$ cat src/hdl/scpa_pkg.sv
// Shared types and constants for the size-class pool allocator.
package scpa_pkg;

	localparam int ADDR_W     = 19;
	localparam int SIZE_W     = 16;
	localparam int CLSB_W     = 15;
	localparam int CLS_FULL_W = 17;
	localparam int CLS_IDX_W  = 4;

	localparam logic OP_ALLOC = 1'b0;
	localparam logic OP_FREE  = 1'b1;

	typedef enum logic [2:0] {
		ST_OK       = 3'd0,
		ST_OVERSIZE = 3'd1,
		ST_WRONG    = 3'd2,
		ST_OOM      = 3'd3,
		ST_UNUSED   = 3'd4
	} status_t;

	typedef struct packed {
		logic              req_type;
		logic [SIZE_W-1:0] req_size;
		logic [ADDR_W-1:0] block_addr;
	} req_t;

	typedef struct packed {
		status_t           status;
		logic [ADDR_W-1:0] alloc_addr;
		logic [CLSB_W-1:0] class_bytes;
	} rsp_t;

	typedef struct packed {
		logic                  is_free;
		status_t               pre;
		logic [CLS_IDX_W-1:0]  idx;
		logic [CLS_FULL_W-1:0] cls_bytes;
		logic [ADDR_W-1:0]     addr;
	} cls_item_t;

endpackage

$ cat src/hdl/scpa_front.sv
// Front end: size classification of incoming requests.
module scpa_front #(
	parameter int CHUNK_BYTES = 32768,
	parameter int MIN_BLOCK   = 8
) (
	input  logic                 req_valid,
	output logic                 req_ready,
	input  scpa_pkg::req_t       req,
	output logic                 item_valid,
	input  logic                 item_ready,
	output scpa_pkg::cls_item_t  item
);
	import scpa_pkg::*;

	localparam int LOG_MIN = $clog2(MIN_BLOCK);
	localparam int CMP_W   = 22;

	logic [SIZE_W-1:0]     size_m1;
	logic [4:0]            clg;
	logic [4:0]            shamt;
	logic [4:0]            kidx;
	logic [CLS_FULL_W-1:0] cls;
	logic                  oversize;
	logic                  wrong;

	always_comb begin
		size_m1 = req.req_size - SIZE_W'(1);
		clg = '0;
		for (int i = 0; i < SIZE_W; i++) begin
			if (size_m1[i]) begin
				clg = 5'(i + 1);
			end
		end
		if (clg > 5'(LOG_MIN)) begin
			shamt = clg;
			kidx  = clg - 5'(LOG_MIN);
		end else begin
			shamt = 5'(LOG_MIN);
			kidx  = '0;
		end
		cls = CLS_FULL_W'(1) << shamt;
		oversize = {5'b0, req.req_size, 1'b0} > CMP_W'(CHUNK_BYTES);
		wrong = (req.req_size == '0) || ({5'b0, cls} > CMP_W'(CHUNK_BYTES / 2));
	end

	always_comb begin
		item.is_free   = (req.req_type == OP_FREE);
		item.addr      = req.block_addr;
		item.idx       = kidx[CLS_IDX_W-1:0];
		item.cls_bytes = cls;
		item.pre       = ST_OK;
		if (oversize) begin
			item.pre       = ST_OVERSIZE;
			item.cls_bytes = '0;
		end else if (wrong) begin
			item.pre       = ST_WRONG;
			item.cls_bytes = '0;
		end
	end

	assign item_valid = req_valid;
	assign req_ready  = item_ready;

endmodule

$ cat config.mk
export PLATFORM = sky130hd
export DESIGN_NAME = scpa_front
export DESIGN_NICKNAME = d
export VERILOG_FILES = /design/src/hdl/scpa_pkg.sv /design/src/hdl/scpa_front.sv
export SDC_FILE = /design/constraint.sdc
export NUM_CORES = 1
export LEC_CHECK = 0
export BUFFER_PORTS_ARGS = -buffer_cell sky130_fd_sc_hd__buf_2
export CAP_MARGIN = 20
export CORE_MARGIN = 2
export CORE_UTILIZATION = 45
export DETAILED_ROUTE_END_ITERATION = 10
export PLACE_DENSITY_LB_ADDON = 0.1
export SLEW_MARGIN = 40
export SYNTH_ARGS = -nofsm -noshare
export SYNTH_HDL_FRONTEND = slang
export SYNTH_SLANG_ARGS = --single-unit
export TNS_END_PERCENT = 100
$ cat constraint.sdc
create_clock -name vclk -period 5.9
set_input_delay 0.295 -clock vclk [all_inputs]
set_output_delay 0.295 -clock vclk [all_outputs]
set_load 0.1 [all_outputs]
==> flow_metrics.tcl <==
set metrics [dict create \
    slew_viol_final 0 \
    clockBufferCount 0 \
    fmax_ghz 0.233 \
    grt_usage 0.199 \
    grt_pass1_wl_mm 5.75 \
    vdd.ir_drop.worst_mv 0.0967 \
    regArea_um2 0 \
    grt_busiest_layer "met2" \
    maxCapViolCount 0 \
    fin_area_um2 1300 \
    slowest_delay_ps 460 \
    worst_path_max_delay_cell "ha_1" \
    synth_area_leaders "buf_4 17%, nor2_1 5.0%, nor3_1 4.8%" \
    hp-class "input port to primary output" \
    die_w_um 58.8 \
    avgRoutedWirePerCell_um 15.4 \
    period_share 0.726 \
    antenna_left 0 \
    tightest_slew_ps 694 \
    dp_hpwl_mm 2.68 \
    finalCriticalPeriod_ps 4280 \
    grt_max_degree 18 \
    layout-drive-gt1-share 0.316 \
    max-slew-margin-rel 0.537 \
    cp_top_family "compound AO/OA/AOI/OAI gates" \
    grt_antenna_before_repair 0 \
    synth_seq_area_share 0 \
    port_buffers 34 \
    wirelength_mm 3.40 \
    synthCells 194 \
    viasPerCell 6.34 \
    finalSetupTns_ps 0 \
    status "finished with violations" \
    design.seq.count 0 \
    worstSetupStartpointType "input port" \
    worstPathMaxFanout 17 \
    post-synth-top-count-cell "buf_4" \
    grt_pass1_vias 1259 \
    die_y_um 58.8 \
    cts_setup_buffers 0 \
    io_pins 84 \
    worst-path-buf-inv 3 \
    syn_avg_cell_area_um2 6.97 \
    hold_viol_final 0 \
    placed_area_um2 1300 \
    design.core.area_um2 2810 \
    finalNetCount 233 \
    hold_depth 0 \
    min_to "item[15]" \
    worstPathArrival_ps 3990 \
    hold_buffers 0 \
    gp_congestion 0.852 \
    p_leak_nw 0.490 \
    post_synth_num_cell_types 64 \
    synth_common_cells "31 x buf_4, 18 x nor2_1, 13 x nor3_1" \
    synthDominantCellAreaShare 0.172 \
    cts_resized 0 \
    grt_overflow 0 \
    min_from "req[15]" \
    met2_usage 0.332 \
    crit_type "input port to primary output" \
    areaGrowthSynthToFinish_pct -3.79 \
    crit_chain "buf_2 -> inv_1 -> ha_1 -> o21a_1 -> a22oi_1 -> o41ai_1 -> a31oi_1 -> o211a_1 -> o31a_1 -> ha_1 -> o41ai_1 -> and4bb_1 -> buf_2" \
    grt_setup_unrepaired "no" \
    vias 1401 \
    cp_data_required_time_ps 5610 \
    dieArea_um2 3460 \
    yosys.area.top_type "buf_4" \
    n_antenna_cell 0 \
    synth_area_um2 1350 \
    firstDrtPassIters 7 \
    violations "design-rule violations" \
    drcViolationCount 4 \
    cellPowerDensity_nw_per_um2 99.2 \
    grt_use_met3 0.0308 \
    core.rowCount 19 \
    end_kind "primary output" \
    use_met1 0.284 \
    drt_iter0_markers 62 \
    initial_core_util 0.482 \
    ys_warn_count 0 \
    utilization 0.464 \
    setup_violations 0 \
]
[worst max-delay path by stage]
stage | from | to | slack [ps] | cells after the start
5_1_grt | req[19] | item[28] | 1280 | 13
6_report | req[19] | item[28] | 1620 | 13
3_3_place_gp | req[19] | item[28] | 1810 | 13
2_1_floorplan | req[19] | item[25] | 380 | 11
4_1_cts | req[19] | item[28] | 1610 | 13
3_5_place_dp | req[19] | item[28] | 1610 | 13
[cell type report]
type,instances,area [um^2]
Inverter,7,26.3
Tap cell,31,38.8
Timing Repair Buffer,35,178
Multi-Input combinational cell,148,1060
Fill cell,302,1500
[logic make-up after synthesis]
logic type      synth area share
compound gates             0.295
buf+inv                    0.231
fa+ha+maj                 0.0352
simple gates               0.390
other cells              0.00277
xor+xnor                  0.0453
[cells in the final DEF, fill, tap and decap left out, types with 2 or more instances in the layout]
master	count
a21boi_0	2
a21o_1	2
a21oi_1	5
a31oi_1	6
and2_1	2
buf_2	34
conb_1	6
ha_1	3
inv_1	7
nand2_1	3
nand2b_1	6
nand3_1	3
nand3b_1	2
nand4_1	4
nor2_1	18
nor3_1	13
nor3b_1	3
nor4_1	2
nor4_2	3
nor4b_1	3
o21ai_0	4
o31a_1	3
o32ai_1	2
o41ai_1	4
or2_2	5
or3_1	3
or4_4	2
xnor2_1	5
xor2_1	2
[power by group]
| group | internal [W] | total (W) | leakage (nW) | switching, W |
|---|---|---|---|---|
| Sequential | 0 | 0 | 0 | 0 |
| Clock | 0 | 0 | 0 | 0 |
| Combinational | 0.0000304 | 0.000129 | 0.490 | 0.0000987 |
[per-layer routing]
layer,share of wire,routed length [um],up-vias
met4,0.0059,20,0
met5,0,0,-
met3,0.086,294,4
met1,0.45,1540,636
li1,-,-,679
met2,0.45,1550,82
[through the flow]
| step | setup WS, ps | std cells | hold slack (ps) | power (W) |
|---|---|---|---|---|
| after floorplan | 376 | 199 | 802 | 0.000180 |
| after global placement | 1810 | 221 | 591 | 0.000127 |
| after detailed placement | 1610 | 221 | 591 | 0.000128 |
| after CTS | 1610 | 221 | 591 | 0.000129 |
| after global routing | 1280 | 221 | 590 | 0.000138 |
| final | 1620 | 221 | 590 | 0.000129 |
Power figures use the tool's default switching activity.
