### src/hdl/scpa_pkg.sv
// Shared types and constants for the size-class pool allocator.
package scpa_pkg;

	localparam int ADDR_W     = 19;
	localparam int SIZE_W     = 16;
	localparam int CLSB_W     = 15;
	localparam int CLS_FULL_W = 17;
	localparam int CLS_IDX_W  = 4;

	localparam logic OP_ALLOC = 1'b0;
	localparam logic OP_FREE  = 1'b1;

	typedef enum logic [2:0] {
		ST_OK       = 3'd0,
		ST_OVERSIZE = 3'd1,
		ST_WRONG    = 3'd2,
		ST_OOM      = 3'd3,
		ST_UNUSED   = 3'd4
	} status_t;

	typedef struct packed {
		logic              req_type;
		logic [SIZE_W-1:0] req_size;
		logic [ADDR_W-1:0] block_addr;
	} req_t;

	typedef struct packed {
		status_t           status;
		logic [ADDR_W-1:0] alloc_addr;
		logic [CLSB_W-1:0] class_bytes;
	} rsp_t;

	typedef struct packed {
		logic                  is_free;
		status_t               pre;
		logic [CLS_IDX_W-1:0]  idx;
		logic [CLS_FULL_W-1:0] cls_bytes;
		logic [ADDR_W-1:0]     addr;
	} cls_item_t;

endpackage

### src/hdl/scpa_queue.sv
// Two-entry queue between the classifier and the allocation engine.
module scpa_queue (
	input  logic                clk,
	input  logic                arst_n,
	input  logic                wr_valid,
	output logic                wr_ready,
	input  scpa_pkg::cls_item_t wr_data,
	output logic                rd_valid,
	input  logic                rd_ready,
	output scpa_pkg::cls_item_t rd_data
);
	import scpa_pkg::*;

	localparam int DEPTH = 2;

	cls_item_t  entry_q [DEPTH];
	logic       wr_ptr_q;
	logic       rd_ptr_q;
	logic [1:0] cnt_q;
	logic       push;
	logic       pop;

	assign wr_ready = (cnt_q != 2'(DEPTH));
	assign rd_valid = (cnt_q != 2'd0);
	assign rd_data  = entry_q[rd_ptr_q];
	assign push     = wr_valid && wr_ready;
	assign pop      = rd_valid && rd_ready;

	always_ff @(posedge clk or negedge arst_n) begin
		if (!arst_n) begin
			wr_ptr_q <= 1'b0;
			rd_ptr_q <= 1'b0;
			cnt_q    <= '0;
		end else begin
			if (push) begin
				wr_ptr_q <= !wr_ptr_q;
			end
			if (pop) begin
				rd_ptr_q <= !rd_ptr_q;
			end
			if (push && !pop) begin
				cnt_q <= cnt_q + 2'd1;
			end else if (pop && !push) begin
				cnt_q <= cnt_q - 2'd1;
			end
		end
	end

	always_ff @(posedge clk) begin
		if (push) begin
			entry_q[wr_ptr_q] <= wr_data;
		end
	end

endmodule

### config.mk
export PLATFORM = sky130hd
export DESIGN_NAME = scpa_queue
export DESIGN_NICKNAME = d
export VERILOG_FILES = /design/src/hdl/scpa_pkg.sv /design/src/hdl/scpa_queue.sv
export SDC_FILE = /design/constraint.sdc
export NUM_CORES = 1
export LEC_CHECK = 0
export ABC_AREA = 1
export BUFFER_PORTS_ARGS = -buffer_cell sky130_fd_sc_hd__buf_2
export CORE_MARGIN = 3
export CORE_UTILIZATION = 52
export CTS_CLUSTER_DIAMETER = 60
export CTS_CLUSTER_SIZE = 20
export DETAILED_ROUTE_END_ITERATION = 12
export GPL_TIMING_DRIVEN = 0
export PLACE_DENSITY = 0.77
export RECOVER_POWER = 100
export SETUP_SLACK_MARGIN = 0.4
export SLEW_MARGIN = 30
export SYNTH_ARGS = -nofsm -noshare
export SYNTH_HDL_FRONTEND = slang
export SYNTH_SLANG_ARGS = --single-unit
### constraint.sdc
create_clock -name clk -period 3.2 [get_ports clk]
set_input_delay 0.48 -clock clk [delete_from_list [all_inputs] [get_ports clk]]
set_output_delay 0.48 -clock clk [all_outputs]
set_load 0.02 [all_outputs]
==> impl_metrics.ini <==
[clock_network]
path_clk_slew_ns = 0.10
postCtsSetupBuffers = 0
cts_tree = built
h-tree-depth = 3
clock-root-buffer = clkbuf_8
cts_made_buffers = 9
max-clock-path-buffers = 2
cts_resized = 0
ctsHoldBuffers = 1
cts.sinks = 92
clkLatencyLatePin_ns = 0.35

[sta]
setup_tns_ns = 0
fin_crit_ns = 2.36
rsz0062_at_grt = no
drv_slew = 0
maxSlewHeadroom_pct = 16.1
skew_ns = 0.0134
hold_ws_ns = 0.309
tightestPinTransition_ns = 1.26
fmaxAchievable_ghz = 0.424
setup_viol = 0
period_share_pct = 73.7
timing.final.hold_violations = 0

[power]
p_seq_share_pct = 42.6
clockPowerShare_pct = 18.5
share_comb_of_total_power_pct = 38.9
p_leak_uw = 0.00171
power_switching_uw = 1570
p_sw_share_pct = 38.9
intPower_uw = 2470
finalPower_uw = 4040
vdd_ir_drop_max_mv = 0.524
powerDensity_nw_per_um2 = 956

[detailed_routing]
wl_per_cell_um = 13.9
post-route-drc-count = 0
ant_nets = 0
drt-pass1-iter-count = 4
via_per_inst = 4.80
num_vias = 2151
wirelength_um = 6210
drt_iter0_drc = 101

[setup_path]
path_max_fanout = 10
required_ns = 2.72
critPathMaxStageDelay_ns = 0.53
cp-start-kind = register
path_cells = clkbuf_1, buf_4, nand2_1, nand2_1, clkbuf_1
path_class = register to output port
cp_top_family = buffers and inverters
critPathCaptureType = output port
cp_num_buf_inv = 3
ff2ff_setup_slack_ns = 0.93
cp_slowest_cell = clkbuf_1
worstPathArrival_ns = 1.88

[yosys]
ys_ff_latch = 92
synth_ff_type = edfxtp_1
synth.distinct_cells = 16
yosysTopAreaCell = edfxtp_1
synth_edf_count = 88
syn-num-nets = 307
synth.most_common_cell = nand2_1
netlist_instances = 258
synth_top_area_share_pct = 75.8
ys_seq_area_share_pct = 78.7
synth_area_leaders = edfxtp_1 76%, nand2_1 14%, dfrtp_1 2.9%, nand2_2 2.0%, buf_6 1.6%
netlist_top_cells_count = 131 x nand2_1, 88 x edfxtp_1, 11 x nand2_2
syn_avg_cell_area_um2 = 13.5
netlist_area_um2 = 3480
async_reset_ff_share_pct = 4.35
yosysWarningCount = 0

[floorplan]
die_w_um = 87.9
fp-row-count = 29
initial_core_util_pct = 54.3
dieArea_um2 = 7720
pin_count = 94
die_h_um = 87.9
core_um2 = 6420

[global_routing]
antenna_found_initial = 0
gr-usage-all-layers_pct = 16.9
grt_pass1_wl_um = 9560
grt_max_degree = 23
grt-ovfl-total = 0
grt_pass1_vias = 2082

[flow_run]
maxCapViolCount = 0

[place]
placed_cell_area_um2 = 4170
gp_congestion = 0.735
place_hpwl_um = 4290
port_buffers = 93

[run_status]
status = completed

[min_path]
hp-class = input pin to register

[finish]
fin_util_pct = 65.8
areaGrowthSynthToFinish_pct = 21.2
drive_gt1_share_pct = 18.6
n_antenna_cell = 0
fin_nets = 416
final_area_um2 = 4220
## power groups by stage
stage	Combinational (uW)	Sequential [uW]	Clock, uW
finish	1570	1720	746
global route	1740	1740	822
CTS	1740	1720	759
detailed placement	1740	1750	0
global placement	1590	1770	0
floorplan	1100	1750	0
## final timing paths
check                                     start                  endpoint  depth (start not counted)
max in group asynchronous                arst_n      wr_ptr_q$_DFFE_PN0P_                          2
max                        rd_ptr_q$_DFFE_PN0P_                rd_data[4]                          5
min reg2reg                cnt_q[0]$_DFFE_PN0P_      cnt_q[0]$_DFFE_PN0P_                          1
min                                  wr_data[6]   entry_q[0][6]$_DFFE_PP_                          1
max reg2reg                cnt_q[0]$_DFFE_PN0P_  entry_q[0][41]$_DFFE_PP_                          5
min in group asynchronous                arst_n      cnt_q[1]$_DFFE_PN0P_                          2
## cells by family (layout without fill, tap and decap cells)
logic type / Yosys count / count (layout) / synth area share, %
simple gates: 147 / 147 / 16.8
buf+inv: 16 / 129 / 3.66
xor+xnor: 2 / 2 / 0.503
flops: 92 / 92 / 78.7
fa+ha+maj: 1 / 1 / 0.359
## through the flow
stage / setup slack (ns) / instances
floorplan: 0.173 / 258
global placement: -0.712 / 428
detailed placement: 1.67 / 432
CTS: 1.28 / 448
global route: 0.697 / 448
finish: 0.841 / 448
## final cells by class
type,instances,area [um^2]
repair buffers,98,463
plain buffers,9,86.3
well taps,77,96.3
flip-flops and latches,92,2740
inverters,7,33.8
clock inverters,6,66.3
multi-input cells,150,612
fillers,513,2200
clock buffers,9,124
## per-layer routing
layer / part of all wire [%] / wire (um) / track usage (%) / vias to the layer above
met5: 0 / 0 / 0 / -
met1: 42 / 2590 / 20.3 / 982
met3: 8.1 / 504 / 5.46 / 8
li1: - / - / - / 1083
met4: 1.4 / 85 / 7.11 / 0
met2: 49 / 3020 / 28.2 / 78
## worst reg2reg max path: cells and delay by family (launching register included)
family,cells,cell delay (ns)
flops,1,0.40
buf+inv,2,1.04
simple gates,3,0.44
## sequential cells by signal, summed over array words and instances (netlist names)
signal	flops
wr_ptr_q	1
cnt_q	2
entry_q	88
rd_ptr_q	1
## cells in the final DEF, fill, tap and decap left out, drive strengths merged
master       count
clkinvlp         3
clkinv           2
xor2             1
nor2             2
nand4            1
clkbuf          72
dlygate4sd3      1
bufinv           1
nand3            2
xnor2            1
ha               1
dfrtp            4
nand2          142
buf             43
edfxtp          88
inv              7
Power figures use the tool's default switching activity.
